`src/rtl/mrfc_pkg.sv`:
```
// ----------------------------------------------------------------------------
// Modbus RTU frame checker package
// Shared widths, CRC constants, status codes, the input beat type and the
// per-byte CRC-16 update.
// ----------------------------------------------------------------------------
package mrfc_pkg;

  localparam int unsigned MAX_FRAME_BYTES = 256;

  localparam int unsigned DATA_W  = 8;
  localparam int unsigned LEN_W   = 9;
  localparam int unsigned COUNT_W = 9;
  localparam int unsigned CRC_W   = 16;

  localparam logic [CRC_W-1:0] CRC_INIT = 16'hFFFF;
  localparam logic [CRC_W-1:0] CRC_POLY = 16'hA001;

  typedef enum logic [1:0] {
    STATUS_GOOD    = 2'd0,
    STATUS_LEN_ERR = 2'd1,
    STATUS_CRC_ERR = 2'd2
  } status_t;

  typedef struct packed {
    logic [DATA_W-1:0] rx_byte;
    logic              frame_end;
    logic [LEN_W-1:0]  expected_length;
  } beat_t;

  function automatic logic [CRC_W-1:0] crc_byte(input logic [CRC_W-1:0] crc,
                                                input logic [DATA_W-1:0] b);
    logic [CRC_W-1:0] c;
    c = crc ^ {{(CRC_W-DATA_W){1'b0}}, b};
    for (int k = 0; k < DATA_W; k++) begin
      c = c[0] ? ((c >> 1) ^ CRC_POLY) : (c >> 1);
    end
    return c;
  endfunction

endpackage

```
`src/rtl/mrfc_frame_eval.sv`:
```
// ----------------------------------------------------------------------------
// Modbus RTU frame checker evaluation stage
// Runs the CRC over delayed bytes, counts the frame and registers one status
// beat on the last byte of each frame.
// ----------------------------------------------------------------------------
module mrfc_frame_eval #(
  parameter int unsigned MAX_FRAME_BYTES = mrfc_pkg::MAX_FRAME_BYTES
) (
  input  logic                          clk,
  input  logic                          rst_n,
  input  logic                          beat_valid,
  input  mrfc_pkg::beat_t               beat,
  output logic                          beat_go,
  output logic                          out_valid,
  input  logic                          out_stall,
  output logic [1:0]                    out_status,
  output logic [mrfc_pkg::CRC_W-1:0]    out_computed_crc,
  output logic [mrfc_pkg::COUNT_W-1:0]  out_byte_count
);

  localparam int unsigned CW   = $clog2(MAX_FRAME_BYTES + 1);
  localparam int unsigned CMPW = (CW > mrfc_pkg::LEN_W) ? CW : mrfc_pkg::LEN_W;

  logic [mrfc_pkg::CRC_W-1:0]  crc_r,  crc_nxt;
  logic [mrfc_pkg::DATA_W-1:0] d0_r,   d0_nxt;
  logic [mrfc_pkg::DATA_W-1:0] d1_r,   d1_nxt;
  logic [CW-1:0]               cnt_r,  cnt_nxt;
  logic [mrfc_pkg::LEN_W-1:0]  held_r, held_nxt;
  logic                        ovf_r,  ovf_nxt;

  logic                        out_valid_r, out_valid_nxt;
  mrfc_pkg::status_t           status_r, status_nxt;
  logic [mrfc_pkg::CRC_W-1:0]  ocrc_r;
  logic [mrfc_pkg::COUNT_W-1:0] ocnt_r;

  logic                        out_free;
  logic                        res_load;
  logic [mrfc_pkg::CRC_W-1:0]  crc_upd;
  logic [CW-1:0]               cnt_upd;
  logic                        ovf_upd;
  logic                        sat;
  logic [mrfc_pkg::CRC_W-1:0]  trailer;

  assign out_free = !out_valid_r || !out_stall;
  assign beat_go  = beat_valid && (!beat.frame_end || out_free);
  assign res_load = beat_go && beat.frame_end;

  always_comb begin
    sat      = (cnt_r == CW'(MAX_FRAME_BYTES));
    crc_upd  = (cnt_r >= CW'(2)) ? mrfc_pkg::crc_byte(crc_r, d1_r) : crc_r;
    cnt_upd  = sat ? cnt_r : CW'(cnt_r + 1'b1);
    ovf_upd  = ovf_r || sat;
    trailer  = {beat.rx_byte, d0_r};

    held_nxt = held_r;
    crc_nxt  = crc_r;
    d0_nxt   = d0_r;
    d1_nxt   = d1_r;
    cnt_nxt  = cnt_r;
    ovf_nxt  = ovf_r;
    if (beat_go) begin
      if (cnt_r == '0) begin
        held_nxt = beat.expected_length;
      end
      if (beat.frame_end) begin
        crc_nxt = mrfc_pkg::CRC_INIT;
        d0_nxt  = '0;
        d1_nxt  = '0;
        cnt_nxt = '0;
        ovf_nxt = 1'b0;
      end else begin
        crc_nxt = crc_upd;
        d0_nxt  = beat.rx_byte;
        d1_nxt  = d0_r;
        cnt_nxt = cnt_upd;
        ovf_nxt = ovf_upd;
      end
    end
  end

  always_comb begin
    if (ovf_upd || (CMPW'(cnt_upd) != CMPW'(held_nxt)) || (cnt_upd < CW'(2))) begin
      status_nxt = mrfc_pkg::STATUS_LEN_ERR;
    end else if (trailer != crc_upd) begin
      status_nxt = mrfc_pkg::STATUS_CRC_ERR;
    end else begin
      status_nxt = mrfc_pkg::STATUS_GOOD;
    end

    out_valid_nxt = out_valid_r && out_stall;
    if (res_load) begin
      out_valid_nxt = 1'b1;
    end
  end

  always_ff @(posedge clk) begin
    if (!rst_n) begin
      crc_r       <= mrfc_pkg::CRC_INIT;
      d0_r        <= '0;
      d1_r        <= '0;
      cnt_r       <= '0;
      held_r      <= '0;
      ovf_r       <= 1'b0;
      out_valid_r <= 1'b0;
    end else begin
      crc_r       <= crc_nxt;
      d0_r        <= d0_nxt;
      d1_r        <= d1_nxt;
      cnt_r       <= cnt_nxt;
      held_r      <= held_nxt;
      ovf_r       <= ovf_nxt;
      out_valid_r <= out_valid_nxt;
    end
  end

  always_ff @(posedge clk) begin
    if (res_load) begin
      status_r <= status_nxt;
      ocrc_r   <= crc_upd;
      ocnt_r   <= mrfc_pkg::COUNT_W'(cnt_upd);
    end
  end

  assign out_valid        = out_valid_r;
  assign out_status       = status_r;
  assign out_computed_crc = ocrc_r;
  assign out_byte_count   = ocnt_r;

`ifndef NO_ASSERTIONS
  a_no_overwrite: assert property (@(posedge clk) disable iff (!rst_n)
    (out_valid_r && out_stall) |-> !res_load)
    else $error("pending result overwritten");

  a_frame_clear: assert property (@(posedge clk) disable iff (!rst_n)
    res_load |=> (cnt_r == '0) && (crc_r == mrfc_pkg::CRC_INIT) && !ovf_r)
    else $error("frame state not cleared after last byte");

  a_count_range: assert property (@(posedge clk) disable iff (!rst_n)
    cnt_r <= CW'(MAX_FRAME_BYTES))
    else $error("byte count beyond maximum");

  a_ovf_saturated: assert property (@(posedge clk) disable iff (!rst_n)
    ovf_r |-> (cnt_r == CW'(MAX_FRAME_BYTES)))
    else $error("overflow flag without saturated count");

  a_crc_idle: assert property (@(posedge clk) disable iff (!rst_n)
    (cnt_r < CW'(3)) |-> (crc_r == mrfc_pkg::CRC_INIT))
    else $error("crc advanced before third byte");
`endif

endmodule

```
`config.mk`:
```
export PLATFORM = sky130hd
export DESIGN_NAME = mrfc_frame_eval
export DESIGN_NICKNAME = d
export VERILOG_FILES = /design/src/rtl/mrfc_pkg.sv /design/src/rtl/mrfc_frame_eval.sv
export SDC_FILE = /design/constraint.sdc
export NUM_CORES = 1
export LEC_CHECK = 0
export BUFFER_PORTS_ARGS = -buffer_cell sky130_fd_sc_hd__buf_2
export CAP_MARGIN = 20
export CORE_AREA = 2 2 89 91
export CTS_CLUSTER_DIAMETER = 80
export DETAILED_ROUTE_END_ITERATION = 8
export DIE_AREA = 0 0 91 93
export GPL_TIMING_DRIVEN = 0
export PLACE_DENSITY_LB_ADDON = 0.1
export SLEW_MARGIN = 5
export SYNTH_ARGS = -nofsm -noshare
export SYNTH_HDL_FRONTEND = slang
export SYNTH_SLANG_ARGS = --single-unit
```
`constraint.sdc`:
```
create_clock -name clk -period 3.4 [get_ports clk]
set_clock_uncertainty 0.15 [all_clocks]
set_input_delay 0.68 -clock clk [delete_from_list [all_inputs] [get_ports clk]]
set_output_delay 0.68 -clock clk [all_outputs]
set_load 0.005 [all_outputs]
```
==> metrics.txt, run 1 <==
Worst Max-Slew Pin Slew=0.665 ns; Worst Hold Depth=2; setup bufs post-CTS=0; DRC=0; Worst R2R Path Depth=11; fmax=310 MHz; CTS root buffer=clkbuf_8; Fill cells=705; share of the synthesized area in the top cell type=26.1%; post-route ant nets=0; clk sink count=79; Vias=3133; setup tns final=0 ns; dpl hpwl=6.98 mm; ys flop type=dfxtp_1; max-slew violations=0; Hold Path Origin=d1_r[2]$_SDFFE_PN0N_; status=completed; LEAKAGE=1.75 nW; Worst Path Max Fanout=10; Clock Latency Late Sink=0.36 ns; pin count of the biggest net entering global routing=21; Longest Clk Path Bufs=2; GRT Overall Usage=23.3%; hold buffers post-CTS=0; CTS buffer count=9; Die Area=0.00846 mm2; Worst setup SP type=primary input; top-count cell post-synth=nand2_1; initial antenna violation count=0; number of detailed-route iterations in the first pass=5; Storage cell area=0.00185 mm2; final wirelength=9.31 mm; first-pass GRT wire length=15.4 mm; Row Count=32; Mean Syn Cell Area=9.49 um2; Nets=507; crit path from=beat_valid; Die X=91 um; number of global-route vias before repair=2906; WS Path Type=primary input to output port; Clock transition at path regs=0.08 ns; Post-synth ARST share=0%; I/O Buffers=50; register bit total from synthesis=79; Area growth, synth to finish=15.4%; Net Count, Synth=445; Power Density=450 mW/mm2; CTS H-tree lvls=3; DR WL/cell=15.8 um; EDFF count, synth=27; Seq/Total Area, Yosys=46.4%; CTS tree=yes; Final Hold Fails=0; final setup vio count=0; Placer Congestion=0.939; Synth Instances=420; core outline area=0.00753 mm2; max-cap violations=0; Peak VDD IR=0.000276 V; Period minus WS final=3.23 ns; Yosys warning total=0; fraction of layout cells with a size suffix above 1=16.8%; antenna cells=0; via/cell ratio=5.32; Synth cell types=50; Post-Syn Area=0.00399 mm2; leading area contributor after synthesis=dfxtp_1; Setup crit end kind=output port; top post-synthesis cells by area=dfxtp_1 (26%), edfxtp_1 (20%), xnor2_1 (6.4%); R2R Path Start=cnt_r[0]$_SDFFE_PN0N_; Relative slew margins=55.5%; gr ovfl total=0; I/O Pins=51; drt first-iter violations=215; synth cell count leaders=nand2_1 (66), dfxtp_1 (52), xnor2_1 (29), edfxtp_1 (27); multi-input logic area=0.00197 mm2; Design Power=2.07 mW; HP Class=register to register; Starting Density=53.0%; CP required=2.57 ns; crit path DAT=2.40 ns; final worst-path cycle share=94.9%; Die H=93 um; RSZ-0062 raised after global routing=false; cts repair resizes=0
power by group:
part / internal [mW] / switching [mW]
sequential: 1.01 / 0.0201
clock: 0.434 / 0.356
combinational: 0.105 / 0.145
metal layers:
layer | up-vias | wire length (um) | global-route usage (%)
li1 | 1570 | - | -
met1 | 1449 | 4700 | 35.2
met2 | 101 | 3880 | 33.7
met3 | 13 | 586 | 4.19
met4 | 0 | 140 | 7.83
met5 | - | 0 | 0
registers in the layout, summed over array words and instances, names as in the netlist:
signal	cells
out_computed_crc	16
out_byte_count	9
crc_r	16
d0_r	8
held_r	9
out_status	2
out_valid	1
ovf_r	1
cnt_r	9
d1_r	8
worst max-delay path, cell delays in order:
cell	delay, ns
buf_2	0.10
clkbuf_1	0.35
nand2_1	0.39
inv_1	0.24
clkbuf_1	0.42
buf_2	0.20
cells in the final DEF (no fill, tap or decap), types with 5 or more instances in the layout:
cell      synthesis  routed
nand2_1          66      66
xnor2_1          29      29
mux2i_1           9       9
nand3b_1         17      17
a21boi_0         17      17
clkbuf_1         17      18
a21oi_1           6       6
xor2_1           19      19
clkbuf_8          0      10
buf_2             6      56
inv_1            15      15
edfxtp_1         27      27
o211ai_1         10      10
o21ai_0          16      16
nor2_1           17      17
nand3_1          19      19
nor2b_1          16      16
nor3_1            5       5
dfxtp_1          52      52
cell type report:
type | instances | area share [%]
well taps | 102 | 2.77
repair buffers | 51 | 5.76
multi-input cells | 302 | 42.9
plain buffers | 24 | 2.28
clock buffers | 11 | 3.07
clock inverters | 5 | 1.77
flip-flops and latches | 79 | 40.2
inverters | 15 | 1.22
metrics by stage:
step | std cells | hold slack, ns | setup slack, ns | util [%] | area (um2)
floorplan | 420 | 0.291 | 0.816 | - | 3990
global placement | 572 | 0.306 | 0.170 | 58.0 | 4370
detailed placement | 573 | 0.316 | 0.198 | 58.2 | 4380
CTS | 589 | 0.331 | 0.197 | 61.2 | 4600
global route | 589 | 0.352 | 0.0138 | 61.2 | 4600
finish | 589 | 0.327 | 0.175 | 61.2 | 4600
logic make-up after synthesis:
group                      share of synthesized area (%)
and+or+nand+nor                                     21.6
buffers and inverters                               4.05
adders and majority gates                          0.941
muxes                                               2.54
DFF                                                 46.4
xor gates and xnor gates                            12.5
AOI/OAI and AO/OA                                   11.9
final timing paths:
kind / endpoint / slack [ns]
max: beat_go / 0.17
min: d1_r[2]$_SDFFE_PN0N_ / 0.33
max reg2reg: out_status[1]$_SDFFCE_PP0P_ / 0.31
min reg2reg: d1_r[2]$_SDFFE_PN0N_ / 0.33
No activity file was read; power rests on OpenSTA's default activity.
==> run 2, diff against run 1 <==
--- a/config.mk
+++ b/config.mk
@@ -8,8 +8,8 @@
 export BUFFER_PORTS_ARGS = -buffer_cell sky130_fd_sc_hd__buf_2
 export CAP_MARGIN = 20
-export CORE_AREA = 2 2 89 91
+export CORE_AREA = 2 2 93 95
 export CTS_CLUSTER_DIAMETER = 80
 export DETAILED_ROUTE_END_ITERATION = 8
-export DIE_AREA = 0 0 91 93
+export DIE_AREA = 0 0 95 97
 export GPL_TIMING_DRIVEN = 0
 export PLACE_DENSITY_LB_ADDON = 0.1
==> constraint.sdc (replaced) <==
create_clock -name clk -period 3.4 [get_ports clk]
set_clock_uncertainty 0.15 [all_clocks]
set_input_delay 0.17 -clock clk [delete_from_list [all_inputs] [get_ports clk]]
set_output_delay 0.17 -clock clk [all_outputs]
set_load 0.005 [all_outputs]
==> metrics.txt, run 2 (synthesized netlist as in run 1, its figures left out) <==
drt first-iter violations=170; Clock transition at path regs=0.09 ns; post-route ant nets=0; Cell Chain, Critical Path=inv_1, ha_1, nor2_1, nand3_1, clkbuf_1, clkbuf_1, a311oi_1, a311oi_1, a311oi_1; number of detailed-route iterations in the first pass=4; setup bufs post-CTS=0; Crit path depth=9; status=completed; GRT Overall Usage=22.1%; Placer Congestion=0.885; Buf/Inv on CP=3; crit path from=cnt_r[0]$_SDFFE_PN0N_; Layout Utilization=59.1%; fraction of layout cells with a size suffix above 1=16.4%; placed cell area=0.00438 mm2; R2R Path Start=cnt_r[0]$_SDFFE_PN0N_; final wirelength=9.56 mm; clk sink count=79; Worst Hold Depth=3; family with the most delay on the worst path=buffers and inverters; hold slack=0.0131 ns; Period minus WS final=3.00 ns; most frequent cells in the layout=nand2_1 (66), buf_2 (56), dfxtp_1 (52); Worst setup SP type=register; Worst Max-Slew Pin Slew=0.671 ns; RSZ-0062 raised after global routing=false; HP Class=primary input to register; Relative slew margins=55.1%; fmax=333 MHz; commonest non-fill, non-tap cell in the layout=nand2_1; gr ovfl total=0; final worst-path cycle share=88.2%; final setup vio count=0; I/O Pins=51; Die H=97 um; pin count of the biggest net entering global routing=21; DRC=0; CTS root buffer=clkbuf_8; core outline area=0.00813 mm2; first-pass GRT wire length=15.7 mm; Nets=526; I/O Buffers=50; CTS tree=yes; WS Path Type=register to register; Hold Path Origin=beat[14]; CTS buffer count=9; Worst R2R Path Depth=9; Final Hold Fails=0; Longest Clk Path Bufs=2; final worst setup slack=0.400 ns; slowest stage cell, crit path=a311oi_1; Die X=95 um; Row Count=33; crit path DAT=2.91 ns; Clock Latency Late Sink=0.35 ns; Die Area=0.00922 mm2; via/cell ratio=5.31; Area growth, synth to finish=20.5%; Worst Path Max Fanout=10; setup tns final=0 ns; CTS H-tree lvls=3; DR WL/cell=15.6 um; placed instance count=576; Setup crit end kind=register; max-cap violations=0; initial antenna violation count=0; post-route cell area=0.00481 mm2; worst slack, placed=0.485 ns; Vias=3244; post-route insts no fill=611; Slowest Stage Delay on Critical Path=0.47 ns; Design Power=2.10 mW; CP dominant cell by count=a311oi_1; dpl hpwl=7.00 mm; number of global-route vias before repair=3065; Power Density=436 mW/mm2; antenna cells=0; CP required=3.31 ns; max-slew violations=0; Starting Density=49.0%; LEAKAGE=1.84 nW; Peak VDD IR=0.000210 V
==> run 2: changes by cell type in the layout (fill, tap and decap cells not counted), sizes merged <==
| cell | before | now |
|---|---|---|
| dlygate4sd3 | 0 | 19 |
| clkbuf | 28 | 27 |
| clkinv | 2 | 3 |
==> run 2: area by class of cell <==
cell class / instances / area, um2
plain buffers: 24 / 105
clock buffers: 10 / 138
clock inverters: 6 / 93.8
fillers: 744 / 3330
inverters: 15 / 56.3
multi-input cells: 302 / 1970
flip-flops and latches: 79 / 1850
well taps: 105 / 131
repair buffers: 70 / 455
==> run 2: report_power, final <==
group | internal, mW | leakage (nW) | total [mW] | switching (mW)
registers | 1.01 | 0.652 | 1.03 | 0.0214
clock network | 0.437 | 0.113 | 0.798 | 0.360
logic | 0.118 | 1.08 | 0.266 | 0.148
==> run 2: path summary, 6_finish.rpt <==
kind              slack [ns]                           to
hold / removal          0.01         d0_r[4]$_SDFFE_PN0N_
setup reg to reg        0.40  out_status[1]$_SDFFCE_PP0P_
hold reg to reg         0.33           ovf_r$_SDFFE_PN0N_
setup / recovery        0.40  out_status[1]$_SDFFCE_PP0P_
==> run 2: what timing repair did <==
action,in CTS,in global routing
endpoints found under the setup margin,0,0
resized for setup,0,0
hold buffers,19,0
hold endpoints to repair,15,0
==> run 2: per-layer routing <==
metal	up-vias	track usage [%]	part of all wire (%)
li1	1615	-	-
met1	1528	34.6	52
met2	87	31.2	41
met3	14	3.19	4.6
met4	0	6.91	1.9
met5	-	0	0
==> run 2: worst min-delay path, cell delays in order <==
cell and delay (ns):
buf_2 0.13, nand3b_1 0.08, a21boi_0 0.08
